[src/rtl/ltsm_pkg.sv]
// Package for the loop timing statistics monitor: opcodes, register and
// statistic indexes, reset values and the structs passed between modules.
// Depends on nothing; every other file of the block imports it.
package ltsm_pkg;

  localparam int unsigned OP_W      = 4;
  localparam int unsigned VAL_W     = 32;
  localparam int unsigned IDX_W     = 5;
  localparam int unsigned STAT_W    = 64;
  localparam int unsigned CFG_W     = 32;
  localparam int unsigned CFG_IDX_W = 3;
  localparam int unsigned NUM_CH    = 3;
  localparam int unsigned PBIN_N    = 5;
  localparam int unsigned EBIN_N    = 4;

  typedef enum logic [OP_W-1:0] {
    OP_CLEAR   = 4'd0,
    OP_BEGIN   = 4'd1,
    OP_END     = 4'd2,
    OP_CATCHUP = 4'd3,
    OP_DROP    = 4'd4,
    OP_CH0     = 4'd5,
    OP_CH1     = 4'd6,
    OP_CH2     = 4'd7,
    OP_READ    = 4'd8
  } op_e;

  typedef enum logic [CFG_IDX_W-1:0] {
    CFG_PERIOD_EDGE_LOW  = 3'd0,
    CFG_PERIOD_EDGE_MID  = 3'd1,
    CFG_PERIOD_EDGE_HIGH = 3'd2,
    CFG_EXEC_EDGE_LOW    = 3'd3,
    CFG_EXEC_EDGE_HIGH   = 3'd4,
    CFG_SLOW_LIMIT       = 3'd5
  } cfg_idx_e;

  localparam logic [CFG_W-1:0] EDGE_LOW_RST  = 32'd10;
  localparam logic [CFG_W-1:0] EDGE_MID_RST  = 32'd20;
  localparam logic [CFG_W-1:0] EDGE_HIGH_RST = 32'd30;
  localparam logic [VAL_W-1:0] MIN_RST       = 32'hFFFF_FFFF;

  // Statistic read indexes.
  localparam int unsigned STAT_LOOP_COUNT   = 0;
  localparam int unsigned STAT_PSAMPLES     = 1;
  localparam int unsigned STAT_PMIN         = 2;
  localparam int unsigned STAT_PMAX         = 3;
  localparam int unsigned STAT_PTOTAL       = 4;
  localparam int unsigned STAT_PBIN_BASE    = 5;
  localparam int unsigned STAT_ESAMPLES     = 10;
  localparam int unsigned STAT_EMAX         = 11;
  localparam int unsigned STAT_EBIN_BASE    = 12;
  localparam int unsigned STAT_CATCHUP_EVT  = 16;
  localparam int unsigned STAT_CATCHUP_STEP = 17;
  localparam int unsigned STAT_DROPS        = 18;
  localparam int unsigned STAT_CH_BASE      = 19;
  localparam int unsigned STAT_COUNT        = 28;

  typedef struct packed {
    logic [CFG_W-1:0] period_edge_low;
    logic [CFG_W-1:0] period_edge_mid;
    logic [CFG_W-1:0] period_edge_high;
    logic [CFG_W-1:0] exec_edge_low;
    logic [CFG_W-1:0] exec_edge_high;
    logic [CFG_W-1:0] slow_limit;
  } cfg_t;

  // One event handed from the input register to the statistics core.
  typedef struct packed {
    logic             fire;
    op_e              op;
    logic [VAL_W-1:0] value;
    logic [IDX_W-1:0] idx;
  } ev_t;

endpackage

[src/rtl/ltsm_if.sv]
// Channel interfaces of the loop timing statistics monitor: the event input
// and the statistic result. Depends on ltsm_pkg for the field widths.
interface ltsm_in_if;
  import ltsm_pkg::*;
  logic             valid;
  logic             ready;
  logic [OP_W-1:0]  op;
  logic [VAL_W-1:0] item_value;
  logic [IDX_W-1:0] stat_index;

  modport source (output valid, output op, output item_value, output stat_index,
                  input ready);
  modport sink   (input valid, input op, input item_value, input stat_index,
                  output ready);
endinterface

interface ltsm_out_if;
  import ltsm_pkg::*;
  logic              valid;
  logic              ready;
  logic [STAT_W-1:0] stat_value;

  modport source (output valid, output stat_value, input ready);
  modport sink   (input valid, input stat_value, output ready);
endinterface

[src/rtl/ltsm_core.sv]
// Statistics core: holds every counter, extreme, sum and histogram bin and
// updates them for one event per cycle. Depends on ltsm_pkg.
module ltsm_core (
  input  logic                          clk_i,
  input  logic                          rst_ni,
  input  ltsm_pkg::ev_t                 ev_i,
  input  ltsm_pkg::cfg_t                cfg_i,
  output logic [ltsm_pkg::STAT_W-1:0]   rd_data_o
);
  import ltsm_pkg::*;

  logic [VAL_W-1:0] loop_count_q, loop_count_d;
  logic [VAL_W-1:0] psamples_q, psamples_d;
  logic [VAL_W-1:0] pmin_q, pmin_d;
  logic [VAL_W-1:0] pmax_q, pmax_d;
  logic [STAT_W-1:0] ptotal_q, ptotal_d;
  logic [VAL_W-1:0] pbin_q [PBIN_N];
  logic [VAL_W-1:0] pbin_d [PBIN_N];
  logic [VAL_W-1:0] esamples_q, esamples_d;
  logic [VAL_W-1:0] emax_q, emax_d;
  logic [VAL_W-1:0] ebin_q [EBIN_N];
  logic [VAL_W-1:0] ebin_d [EBIN_N];
  logic [VAL_W-1:0] cu_events_q, cu_events_d;
  logic [VAL_W-1:0] cu_steps_q, cu_steps_d;
  logic [VAL_W-1:0] drops_q, drops_d;
  logic [VAL_W-1:0] ch_count_q [NUM_CH];
  logic [VAL_W-1:0] ch_count_d [NUM_CH];
  logic [VAL_W-1:0] ch_max_q [NUM_CH];
  logic [VAL_W-1:0] ch_max_d [NUM_CH];
  logic [VAL_W-1:0] ch_slow_q [NUM_CH];
  logic [VAL_W-1:0] ch_slow_d [NUM_CH];
  logic [VAL_W-1:0] prev_start_q, prev_start_d;
  logic [VAL_W-1:0] cur_start_q, cur_start_d;
  logic             have_prev_q, have_prev_d;

  logic [VAL_W-1:0] period, exec_time;
  logic [2:0]       pbin_sel;
  logic [1:0]       ebin_sel;
  logic [1:0]       ch_sel;
  logic [STAT_W-1:0] view [STAT_COUNT];

  assign period    = ev_i.value - prev_start_q;
  assign exec_time = ev_i.value - cur_start_q;
  assign ch_sel    = 2'(ev_i.op - OP_CH0);

  // Bin selection follows the edge order, so disordered edges pick the first match.
  always_comb begin
    priority if (period == '0)                      pbin_sel = 3'd0;
    else if (period <= cfg_i.period_edge_low)       pbin_sel = 3'd1;
    else if (period <= cfg_i.period_edge_mid)       pbin_sel = 3'd2;
    else if (period <= cfg_i.period_edge_high)      pbin_sel = 3'd3;
    else                                            pbin_sel = 3'd4;
  end

  always_comb begin
    priority if (exec_time == '0)                   ebin_sel = 2'd0;
    else if (exec_time <= cfg_i.exec_edge_low)      ebin_sel = 2'd1;
    else if (exec_time <= cfg_i.exec_edge_high)     ebin_sel = 2'd2;
    else                                            ebin_sel = 2'd3;
  end

  always_comb begin
    loop_count_d = loop_count_q;
    psamples_d   = psamples_q;
    pmin_d       = pmin_q;
    pmax_d       = pmax_q;
    ptotal_d     = ptotal_q;
    pbin_d       = pbin_q;
    esamples_d   = esamples_q;
    emax_d       = emax_q;
    ebin_d       = ebin_q;
    cu_events_d  = cu_events_q;
    cu_steps_d   = cu_steps_q;
    drops_d      = drops_q;
    ch_count_d   = ch_count_q;
    ch_max_d     = ch_max_q;
    ch_slow_d    = ch_slow_q;
    prev_start_d = prev_start_q;
    cur_start_d  = cur_start_q;
    have_prev_d  = have_prev_q;

    if (ev_i.fire) begin
      unique case (ev_i.op)
        OP_CLEAR: begin
          loop_count_d = '0;
          psamples_d   = '0;
          pmin_d       = MIN_RST;
          pmax_d       = '0;
          ptotal_d     = '0;
          esamples_d   = '0;
          emax_d       = '0;
          cu_events_d  = '0;
          cu_steps_d   = '0;
          drops_d      = '0;
          prev_start_d = '0;
          cur_start_d  = '0;
          have_prev_d  = 1'b0;
          for (int b = 0; b < PBIN_N; b++) pbin_d[b] = '0;
          for (int b = 0; b < EBIN_N; b++) ebin_d[b] = '0;
          for (int c = 0; c < NUM_CH; c++) begin
            ch_count_d[c] = '0;
            ch_max_d[c]   = '0;
            ch_slow_d[c]  = '0;
          end
        end
        OP_BEGIN: begin
          loop_count_d = loop_count_q + 1'b1;
          cur_start_d  = ev_i.value;
          prev_start_d = ev_i.value;
          have_prev_d  = 1'b1;
          if (have_prev_q) begin
            psamples_d = psamples_q + 1'b1;
            if (period < pmin_q) pmin_d = period;
            if (period > pmax_q) pmax_d = period;
            ptotal_d = ptotal_q + {{(STAT_W-VAL_W){1'b0}}, period};
            for (int b = 0; b < PBIN_N; b++) begin
              if (pbin_sel == 3'(b)) pbin_d[b] = pbin_q[b] + 1'b1;
            end
          end
        end
        OP_END: begin
          esamples_d = esamples_q + 1'b1;
          if (exec_time > emax_q) emax_d = exec_time;
          for (int b = 0; b < EBIN_N; b++) begin
            if (ebin_sel == 2'(b)) ebin_d[b] = ebin_q[b] + 1'b1;
          end
        end
        OP_CATCHUP: begin
          if (ev_i.value != '0) begin
            cu_events_d = cu_events_q + 1'b1;
            cu_steps_d  = cu_steps_q + ev_i.value;
          end
        end
        OP_DROP: drops_d = drops_q + 1'b1;
        OP_CH0, OP_CH1, OP_CH2: begin
          for (int c = 0; c < NUM_CH; c++) begin
            if (ch_sel == 2'(c)) begin
              ch_count_d[c] = ch_count_q[c] + 1'b1;
              if (ev_i.value > ch_max_q[c]) ch_max_d[c] = ev_i.value;
              if (ev_i.value > cfg_i.slow_limit) ch_slow_d[c] = ch_slow_q[c] + 1'b1;
            end
          end
        end
        default: ;
      endcase
    end
  end

  always_ff @(posedge clk_i or negedge rst_ni) begin
    if (!rst_ni) begin
      loop_count_q <= '0;
      psamples_q   <= '0;
      pmin_q       <= MIN_RST;
      pmax_q       <= '0;
      ptotal_q     <= '0;
      esamples_q   <= '0;
      emax_q       <= '0;
      cu_events_q  <= '0;
      cu_steps_q   <= '0;
      drops_q      <= '0;
      prev_start_q <= '0;
      cur_start_q  <= '0;
      have_prev_q  <= 1'b0;
      for (int b = 0; b < PBIN_N; b++) pbin_q[b] <= '0;
      for (int b = 0; b < EBIN_N; b++) ebin_q[b] <= '0;
      for (int c = 0; c < NUM_CH; c++) begin
        ch_count_q[c] <= '0;
        ch_max_q[c]   <= '0;
        ch_slow_q[c]  <= '0;
      end
    end else begin
      loop_count_q <= loop_count_d;
      psamples_q   <= psamples_d;
      pmin_q       <= pmin_d;
      pmax_q       <= pmax_d;
      ptotal_q     <= ptotal_d;
      esamples_q   <= esamples_d;
      emax_q       <= emax_d;
      cu_events_q  <= cu_events_d;
      cu_steps_q   <= cu_steps_d;
      drops_q      <= drops_d;
      prev_start_q <= prev_start_d;
      cur_start_q  <= cur_start_d;
      have_prev_q  <= have_prev_d;
      pbin_q       <= pbin_d;
      ebin_q       <= ebin_d;
      ch_count_q   <= ch_count_d;
      ch_max_q     <= ch_max_d;
      ch_slow_q    <= ch_slow_d;
    end
  end

  // Flat view of all statistics in read-index order, zero-extended.
  always_comb begin
    view[STAT_LOOP_COUNT]   = STAT_W'(loop_count_q);
    view[STAT_PSAMPLES]     = STAT_W'(psamples_q);
    // The minimum reads zero until the first period has been measured.
    view[STAT_PMIN]         = (psamples_q == '0) ? '0 : STAT_W'(pmin_q);
    view[STAT_PMAX]         = STAT_W'(pmax_q);
    view[STAT_PTOTAL]       = ptotal_q;
    for (int b = 0; b < PBIN_N; b++) view[STAT_PBIN_BASE + b] = STAT_W'(pbin_q[b]);
    view[STAT_ESAMPLES]     = STAT_W'(esamples_q);
    view[STAT_EMAX]         = STAT_W'(emax_q);
    for (int b = 0; b < EBIN_N; b++) view[STAT_EBIN_BASE + b] = STAT_W'(ebin_q[b]);
    view[STAT_CATCHUP_EVT]  = STAT_W'(cu_events_q);
    view[STAT_CATCHUP_STEP] = STAT_W'(cu_steps_q);
    view[STAT_DROPS]        = STAT_W'(drops_q);
    for (int c = 0; c < NUM_CH; c++) begin
      view[STAT_CH_BASE + 3*c]     = STAT_W'(ch_count_q[c]);
      view[STAT_CH_BASE + 3*c + 1] = STAT_W'(ch_max_q[c]);
      view[STAT_CH_BASE + 3*c + 2] = STAT_W'(ch_slow_q[c]);
    end
  end

  assign rd_data_o = (ev_i.idx < IDX_W'(STAT_COUNT)) ? view[ev_i.idx] : '0;

endmodule

[src/rtl/loop_timing_statistics_monitor.sv]
// Top level of the loop timing statistics monitor: input register,
// configuration registers, statistics core and result register.
// Depends on ltsm_pkg, ltsm_if (ltsm_in_if, ltsm_out_if) and ltsm_core.
//
//   channel   direction  transactions carry
//   --------  ---------  -----------------------------------------------
//   in_i      sink       op, item_value, stat_index: one event
//   out_o     source     stat_value: one result per read event
//   cfg_*     input      write enable, register index, 32-bit data
//
// An event is held in the input register and updates the statistics at the
// edge at which it leaves it; a read loads the result register at that edge,
// from which its result is then taken. One event per cycle is
// accepted; input ready drops only while a read waits behind a full result
// register that is not being taken. Reset is asynchronous and active low; it
// clears all statistics and loads the default bin edges and slow limit.
module loop_timing_statistics_monitor (
  input  logic                             clk_i,
  input  logic                             rst_ni,
  input  logic                             cfg_we_i,
  input  logic [ltsm_pkg::CFG_IDX_W-1:0]   cfg_index_i,
  input  logic [ltsm_pkg::CFG_W-1:0]       cfg_data_i,
  ltsm_in_if.sink                          in_i,
  ltsm_out_if.source                       out_o
);
  import ltsm_pkg::*;

  cfg_t cfg_q;

  logic              s1_valid_q;
  logic [OP_W-1:0]   s1_op_q;
  logic [VAL_W-1:0]  s1_value_q;
  logic [IDX_W-1:0]  s1_idx_q;

  logic              out_valid_q;
  logic [STAT_W-1:0] out_data_q;

  logic              s1_is_read;
  logic              stall;
  logic              in_ready;
  ev_t               ev;
  logic [STAT_W-1:0] rd_data;

  // Configuration registers. Indexes beyond the list are ignored.
  always_ff @(posedge clk_i or negedge rst_ni) begin
    if (!rst_ni) begin
      cfg_q.period_edge_low  <= EDGE_LOW_RST;
      cfg_q.period_edge_mid  <= EDGE_MID_RST;
      cfg_q.period_edge_high <= EDGE_HIGH_RST;
      cfg_q.exec_edge_low    <= EDGE_LOW_RST;
      cfg_q.exec_edge_high   <= EDGE_MID_RST;
      cfg_q.slow_limit       <= EDGE_LOW_RST;
    end else if (cfg_we_i) begin
      unique case (cfg_idx_e'(cfg_index_i))
        CFG_PERIOD_EDGE_LOW:  cfg_q.period_edge_low  <= cfg_data_i;
        CFG_PERIOD_EDGE_MID:  cfg_q.period_edge_mid  <= cfg_data_i;
        CFG_PERIOD_EDGE_HIGH: cfg_q.period_edge_high <= cfg_data_i;
        CFG_EXEC_EDGE_LOW:    cfg_q.exec_edge_low    <= cfg_data_i;
        CFG_EXEC_EDGE_HIGH:   cfg_q.exec_edge_high   <= cfg_data_i;
        CFG_SLOW_LIMIT:       cfg_q.slow_limit       <= cfg_data_i;
        default: ;
      endcase
    end
  end

  // Only a read needs the result register; every other event always proceeds.
  assign s1_is_read = (op_e'(s1_op_q) == OP_READ);
  assign stall      = s1_valid_q && s1_is_read && out_valid_q && !out_o.ready;
  assign in_ready   = !s1_valid_q || !stall;
  assign in_i.ready = in_ready;

  always_ff @(posedge clk_i or negedge rst_ni) begin
    if (!rst_ni) begin
      s1_valid_q <= 1'b0;
    end else if (in_ready) begin
      s1_valid_q <= in_i.valid;
    end
  end

  always_ff @(posedge clk_i) begin
    if (in_ready && in_i.valid) begin
      s1_op_q    <= in_i.op;
      s1_value_q <= in_i.item_value;
      s1_idx_q   <= in_i.stat_index;
    end
  end

  assign ev.fire  = s1_valid_q && !stall;
  assign ev.op    = op_e'(s1_op_q);
  assign ev.value = s1_value_q;
  assign ev.idx   = s1_idx_q;

  ltsm_core u_core (
    .clk_i     (clk_i),
    .rst_ni    (rst_ni),
    .ev_i      (ev),
    .cfg_i     (cfg_q),
    .rd_data_o (rd_data)
  );

  // Result register: the core's read mux sees all earlier events already applied.
  always_ff @(posedge clk_i or negedge rst_ni) begin
    if (!rst_ni) begin
      out_valid_q <= 1'b0;
    end else if (ev.fire && s1_is_read) begin
      out_valid_q <= 1'b1;
    end else if (out_o.ready) begin
      out_valid_q <= 1'b0;
    end
  end

  always_ff @(posedge clk_i) begin
    if (ev.fire && s1_is_read) begin
      out_data_q <= rd_data;
    end
  end

  assign out_o.valid      = out_valid_q;
  assign out_o.stat_value = out_data_q;

endmodule

[src/flat_wrapper.sv]
// flat-port wrapper written by rule: the top's interface ports become plain ports
module loop_timing_statistics_monitor_flat import ltsm_pkg::*;
  (clk_i, rst_ni, cfg_we_i, cfg_index_i, cfg_data_i, in_i_valid, in_i_op, in_i_item_value, in_i_stat_index, in_i_ready, out_o_valid, out_o_stat_value, out_o_ready);
  ltsm_in_if in_i_i ();
  ltsm_out_if out_o_i ();
  input  logic clk_i;
  input  logic rst_ni;
  input  logic cfg_we_i;
  input  logic [ltsm_pkg::CFG_IDX_W-1:0] cfg_index_i;
  input  logic [ltsm_pkg::CFG_W-1:0] cfg_data_i;
  input wire logic [$bits(in_i_i.valid)-1:0] in_i_valid;
  input wire logic [$bits(in_i_i.op)-1:0] in_i_op;
  input wire logic [$bits(in_i_i.item_value)-1:0] in_i_item_value;
  input wire logic [$bits(in_i_i.stat_index)-1:0] in_i_stat_index;
  output wire logic [$bits(in_i_i.ready)-1:0] in_i_ready;
  output wire logic [$bits(out_o_i.valid)-1:0] out_o_valid;
  output wire logic [$bits(out_o_i.stat_value)-1:0] out_o_stat_value;
  input wire logic [$bits(out_o_i.ready)-1:0] out_o_ready;
  assign in_i_i.valid = in_i_valid;
  assign in_i_i.op = in_i_op;
  assign in_i_i.item_value = in_i_item_value;
  assign in_i_i.stat_index = in_i_stat_index;
  assign in_i_ready = in_i_i.ready;
  assign out_o_valid = out_o_i.valid;
  assign out_o_stat_value = out_o_i.stat_value;
  assign out_o_i.ready = out_o_ready;
  loop_timing_statistics_monitor u_core (.clk_i(clk_i), .rst_ni(rst_ni), .cfg_we_i(cfg_we_i), .cfg_index_i(cfg_index_i), .cfg_data_i(cfg_data_i), .in_i(in_i_i), .out_o(out_o_i));
endmodule
[config.mk]
export PLATFORM = sky130hd
export DESIGN_NAME = loop_timing_statistics_monitor_flat
export DESIGN_NICKNAME = d
export VERILOG_FILES = /design/src/rtl/ltsm_pkg.sv /design/src/rtl/ltsm_if.sv /design/src/rtl/ltsm_core.sv /design/src/rtl/loop_timing_statistics_monitor.sv /design/src/flat_wrapper.sv
export SDC_FILE = /design/constraint.sdc
export NUM_CORES = 2
export LEC_CHECK = 0
export BUFFER_PORTS_ARGS = -buffer_cell sky130_fd_sc_hd__clkbuf_2
export CAP_MARGIN = 10
export CORE_ASPECT_RATIO = 0.7
export CORE_MARGIN = 2
export CORE_UTILIZATION = 50
export DETAILED_ROUTE_END_ITERATION = 10
export PLACE_DENSITY = 0.74
export SETUP_SLACK_MARGIN = 0.5
export SLEW_MARGIN = 0
export SYNTH_ARGS = -nofsm -noshare
export SYNTH_HDL_FRONTEND = slang
export SYNTH_SLANG_ARGS = --single-unit
export TNS_END_PERCENT = 30
[constraint.sdc]
create_clock -name clk_i -period 9.2 [get_ports clk_i]
set_clock_uncertainty 0.05 [all_clocks]
set_input_delay 1.38 -clock clk_i [delete_from_list [all_inputs] [get_ports clk_i]]
set_output_delay 1.38 -clock clk_i [all_outputs]
set_load 0.02 [all_outputs]
# ---- Word-level counts from Yosys, hierarchy flattened
# Index checks and enable logic that the tools add are counted.
dict set report totals {
  register_bits 1260
  input_bits 81
  out_inout_bits 66
  wordCells 245
}
dict set report op_classes {
  addsub 24
  magnitude_cmp 14
  n_eq_ne 43
  n_mux 64
  n_bitwise 1
  reduce_logical 57
}
# op n
set ops {}
lappend ops {{$mux W32} 33}
lappend ops {{$add A32 B1 Y32 const B} 20}
lappend ops {{$pmux W32 S2} 10}
lappend ops {{$pmux W96 S2} 3}
lappend ops {{$bmux W64 S5} 1}
lappend ops {{$pmux W160 S2} 1}
lappend ops {{$pmux W128 S2} 1}
lappend ops {{$gt A32 B32 Y1} 6}
lappend ops {{$mux W64} 3}
lappend ops {{$le A32 B32 Y1} 5}
lappend ops {{$mux W160} 1}
lappend ops {{$pmux W64 S2} 1}
lappend ops {{$add A64 B32 Y64} 1}
lappend ops {{$logic_not A32 Y1} 2}
lappend ops {{$reduce_and A4 Y1} 13}
lappend ops {{$ne A2 B2 Y1 const B} 21}
lappend ops {{$add A32 B32 Y32} 1}
lappend ops {{$lt A32 B32 Y1} 1}
lappend ops {{$reduce_bool A32 Y1} 1}
lappend ops {{$sub A32 B32 Y32} 1}
lappend ops {{$reduce_and A3 Y1} 10}
lappend ops {{$reduce_and A2 Y1} 9}
lappend ops {{$eq A4 B3 Y1 const B} 4}
lappend ops {{$eq A3 B2 Y1 const B} 4}
lappend ops {{23 further kinds} 50}

# ---- Longest topological paths before layout
dict set report depth {
  word_depth 10
  depth_mapped 26
  mapped_depth_nobuf 23
}

# ---- By module
# From an unflattened synthesis, not the netlist that was laid out.
dict set report unflattened {
  cells_unflattened 7860
  area_unflattened_um2 77784.6
}
# module instances cells_each area_per_inst_um2 seq_area_each_um2
set by_module_without_submodules {}
lappend by_module_without_submodules {ltsm_core 1 7331 67133.1 24088.1}
lappend by_module_without_submodules {loop_timing_statistics_monitor 1 529 10651.5 8025.2}

# ---- Worst setup path before layout
# No wires, ideal clock.
dict set report synth_path {
  path_type {register -> register}
  startpoint {register u_core.s1_value_q[0]}
  endpoint {register u_core.u_core.pbin_q[52] (netlist bit)}
  setup_ns 0.078
  arrival_ns 6.535
  required_ns 9.072
  path_slack_ns 2.537
  path_stages_with_launch 24
  path_buffers 2
  synth_period_minus_slack_ns 6.663
  cell_sequence {edfxtp_1 -> inv_1 -> ha_1 -> inv_1 -> fa_1 -> a211oi_4 -> o21a_1 -> o31ai_2 -> o21ai_2 -> o21a_2 -> nor3_1 -> nor4_1 -> ha_1 -> nand4_1 -> or4_1 -> o211ai_1 -> a21oi_1 -> a31o_2 -> clkbuf_1 -> nor4b_1 -> nand4_1 -> buf_2 -> or4_1 -> a21oi_1}
}
dict set report synth_between {
  elab_chain_len 9
  word_cells_on_any_way 12
  classes_between {1 x add/sub; 3 x order compare; 2 x eq/ne; 4 x mux; 2 x reduce/logical}
}
# element line_no
set synth_rtl {}
lappend synth_rtl {{start: declaration} loop_timing_statistics_monitor.sv:32} ;# logic [VAL_W-1:0] s1_value_q;
lappend synth_rtl {{start signal: assignment} loop_timing_statistics_monitor.sv:83} ;# s1_value_q <= in_i.item_value;
lappend synth_rtl {{$sub A32 B32 Y32 *} ltsm_core.sv:42} ;# assign period = ev_i.value - prev_start_q;
lappend synth_rtl {{$le A32 B32 Y1} ltsm_core.sv:51} ;# else if (period <= cfg_i.period_edge_high) pbin_sel = 3'd3;
lappend synth_rtl {{$mux W3} ltsm_core.sv:51}
lappend synth_rtl {{$mux W3} ltsm_core.sv:50} ;# else if (period <= cfg_i.period_edge_mid) pbin_sel = 3'd2;
lappend synth_rtl {{$mux W3} ltsm_core.sv:49} ;# else if (period <= cfg_i.period_edge_low) pbin_sel = 3'd1;
lappend synth_rtl {{$mux W3 *} ltsm_core.sv:48} ;# priority if (period == '0) pbin_sel = 3'd0;
lappend synth_rtl {{$eq A3 B2 Y1 *} ltsm_core.sv:117} ;# if (pbin_sel == 3'(b)) pbin_d[b] = pbin_q[b] + 1'b1;
lappend synth_rtl {{$ne A2 B2 Y1 (no source line) *} --}
lappend synth_rtl {{$reduce_and A4 Y1 (no source line) *} --}
lappend synth_rtl {{end signal: assignment} ltsm_core.sv:185} ;# pbin_q <= pbin_d;
lappend synth_rtl {{end: declaration} ltsm_core.sv:17} ;# logic [VAL_W-1:0] pbin_q [PBIN_N];
# Every way passes the cells marked *; elsewhere a longest branch is shown, timed or not.
# A chain may end at the register's enable or synchronous reset.

# ---- Final worst setup path
dict set report layout_path {
  startpoint {register u_core.s1_value_q[4]}
  endpoint {register u_core.u_core.pbin_q[50] (netlist bit)}
}
# Same word-level chain as after synthesis.

==> impl_metrics.ini <==
[pwr]
p_sw_mw = 6.465
p_seq_frac = 0.367
internal-power_mw = 11.74
ir_worst_vdd_uv = 225.0
powerDensity_nw_per_um2 = 214.6
switching_share = 0.3551
p_leak_nw = 38.15
share_comb_of_total_power = 0.324
clockPowerShare = 0.309

[cts]
cts_resized = 0
insertion_delay_ns = 0.79
postCtsSetupBuffers = 0
cts_buffers = 130
cts.clk_slew.worst_paths_ns = 0.06
cts_sinks = 1260
htree_levels = 4
cts_tree = done
root_buffer = clkbuf_16
holdBufCountCts = 0
clockBufferDepth = 3

[final_layout]
fin_cells = 10210
final_core_util = 0.5539
multi_input_area_um2 = 41710
synthToLayoutAreaGrowth_pct = 9.905
fill_cells = 13130
final_common_cell = dfrtp_1
seqCellArea_um2 = 32110
layout_common_cells = dfrtp_1, nand2_1, inv_1, nor2_1, o21ai_0
nets = 8671
drive_gt1_frac = 0.1139

[run_status]
status = finished clean

[global_routing]
grt_max_degree = 190
grt_overflow = 0
grt_use_total = 0.3154
grt_pass1_wl_um = 381700
antenna_found_initial = 9
grt_pass1_vias = 61950

[timing]
max_freq_mhz = 134.7
relSlewSlack = 0.1229
finalCritPeriodShare = 0.8072
worstMarginPinSlew_ns = 1.306
finalMaxSlewViolations = 0
setup_violations = 0
rsz0062_at_grt = false
fin_crit_ns = 7.426
setup_tns_ns = 0
hold_viol = 0

[synth]
ys.flop_type = dfrtp_1
synth_edf_count = 105
synth-seq-cells = 1260
synth_cell_types = 103
synthCells = 8069
syn_nets = 8651
ys_warn_count = 0
async_flop_share = 0.9167
synth.avg_cell_area_um2 = 9.565
syn_area_um2 = 77180
ys_seq_area_frac = 0.4161

[detailed_routing]
vias_per_cell = 6.408
wl_met1_um = 106600
drc = 0
dr_wl_met3_um = 35280
highest_layer = met5
wire_per_inst_um = 24.51
ant_nets = 0
first_iter_violations = 8414
wl_um = 250300
wl_met2_um = 99720
dr.pass1.iters = 6
route.vias.total = 65430

[worst_setup_path]
setup.worst_path.end_class = flop
crit_path_start_kind = flop
critical_path_class = flop to flop
crit_required_ns = 9.85
critical_path.max_fanout = 22
worstPathArrival_ns = 8.08

[floorplan]
fp-row-count = 120
fp.coreArea_um2 = 153100
dieArea_um2 = 157600
die_h_um = 332.7
initial_core_util = 0.5040
die-width_um = 473.6
io_pins = 147

[place]
hpwl_um = 180300
gp_congestion = 0.9776
numPortBuffers = 146
dp.cells = 9966

[min_path]
hp-class = flop to flop

[flow_run]
max-cap-violations = 0
## per-stage QoR
| step | hold WS, ns | total power, mW | instance area, um^2 | worst slack (ns) |
|---|---|---|---|---|
| 2_1_floorplan | 0.4063 | 10.40 | 77180 | 2.537 |
| 3_3_place_gp | 0.4256 | 12.19 | 80310 | 2.111 |
| 5_1_grt | 0.4627 | 19.09 | 84810 | 1.536 |
| 4_1_cts | 0.4564 | 18.06 | 84780 | 1.977 |
| 6_report | 0.4542 | 18.21 | 84820 | 1.774 |
| 3_5_place_dp | 0.4401 | 12.43 | 80310 | 2.009 |
## final cells by class
class | count | share of cell area
Antenna cell | 6 | 0.0001770
Clock buffer | 202 | 0.04733
Clock inverter | 33 | 0.005340
Inverter | 556 | 0.02460
Multi-Input combinational cell | 5862 | 0.4917
Sequential cell | 1260 | 0.3786
Tap cell | 2013 | 0.02969
Timing Repair Buffer | 279 | 0.02257
## critical path: stages (launching register included)
cell and delay, ns:
edfxtp_1 0.65, ha_1 0.54, o21ai_0 0.24, o21a_1 0.26, o31ai_2 0.36, o21ai_2 0.17
o21a_2 0.28, o21a_1 0.24, xnor2_2 0.81, ha_1 0.26, nand4_1 0.14, or4_1 0.52
o211ai_1 0.10, a21oi_1 0.05, a31o_2 0.37, nor4b_1 0.42, buf_4 0.22, nand4_1 0.70
or4_1 0.78, a21oi_1 0.16
## power groups by stage
stage / Combinational [mW] / Clock (mW) / Sequential (mW)
global route: 6.48 / 5.90 / 6.71
finish: 5.90 / 5.62 / 6.68
global placement: 5.47 / 0 / 6.72
CTS: 5.74 / 5.67 / 6.64
detailed placement: 5.69 / 0 / 6.75
floorplan: 3.86 / 0 / 6.54
## cells by family (layout without fill, tap and decap cells)
family                     after synthesis  count (layout)  share of synthesized area
adders and majority gates              501             501                    0.08151
DFF                                   1260            1260                     0.4161
xor gates and xnor gates               395             395                    0.04483
other                                    0               6                          0
AOI/OAI and AO/OA                     1677            1677                     0.1356
and+or+nand+nor                       2806            2806                     0.1795
muxes                                  483             483                    0.09539
buffers and inverters                  947            1070                    0.04706
## sequential cells by signal (all words and copies together), names as in the netlist, 32 cells and up
signal and cells:
u_core.u_core.ptotal_q 64, u_core.u_core.drops_q 32, u_core.u_core.cu_events_q 32, u_core.u_core.emax_q 32
u_core.s1_value_q 32, u_core.u_core.cur_start_q 32, u_core.cfg_q 192, u_core.u_core.ch_slow_q 96
u_core.u_core.cu_steps_q 32, u_core.u_core.pmin_q 32, u_core.u_core.ebin_q 128, u_core.out_o.stat_value 64
u_core.u_core.loop_count_q 32, u_core.u_core.pbin_q 160, u_core.u_core.ch_count_q 96, u_core.u_core.ch_max_q 96
u_core.u_core.esamples_q 32, u_core.u_core.pmax_q 32, u_core.u_core.psamples_q 32
## worst paths after layout
path                            cells past startpoint  slack [ns]                            end                  from
worst max-delay path                               19        1.77       u_core.u_core.pbin_q[50]  u_core.s1_value_q[4]
worst min-delay path                                1        0.45               u_core.cfg_q[66]      u_core.cfg_q[66]
worst max register to register                     19        1.77       u_core.u_core.pbin_q[50]  u_core.s1_value_q[4]
worst min register to register                      1        0.45               u_core.cfg_q[66]      u_core.cfg_q[66]
max in group asynchronous                           3        6.47   u_core.u_core.esamples_q[16]                rst_ni
min in group asynchronous                           1        0.51  u_core.u_core.cu_events_q[28]                rst_ni
## Yosys cell counts (192+ instances only)
master,number,share of area
dfrtp_1,1109,0.36
nand2_1,881,0.043
inv_1,556,0.027
nor2_1,553,0.027
o21ai_0,500,0.032
ha_1,498,0.081
a21oi_1,480,0.031
clkbuf_1,318,0.015
nand3_1,265,0.017
xor2_1,233,0.026
nand4_1,203,0.016
mux4_2,192,0.056
## layer usage
layer,vias to the layer above,track usage
met4,6,0.1113
met2,3536,0.4233
met5,-,0
li1,28940,-
met3,471,0.1186
met1,32480,0.4603
No activity file was read; power rests on OpenSTA's default activity.
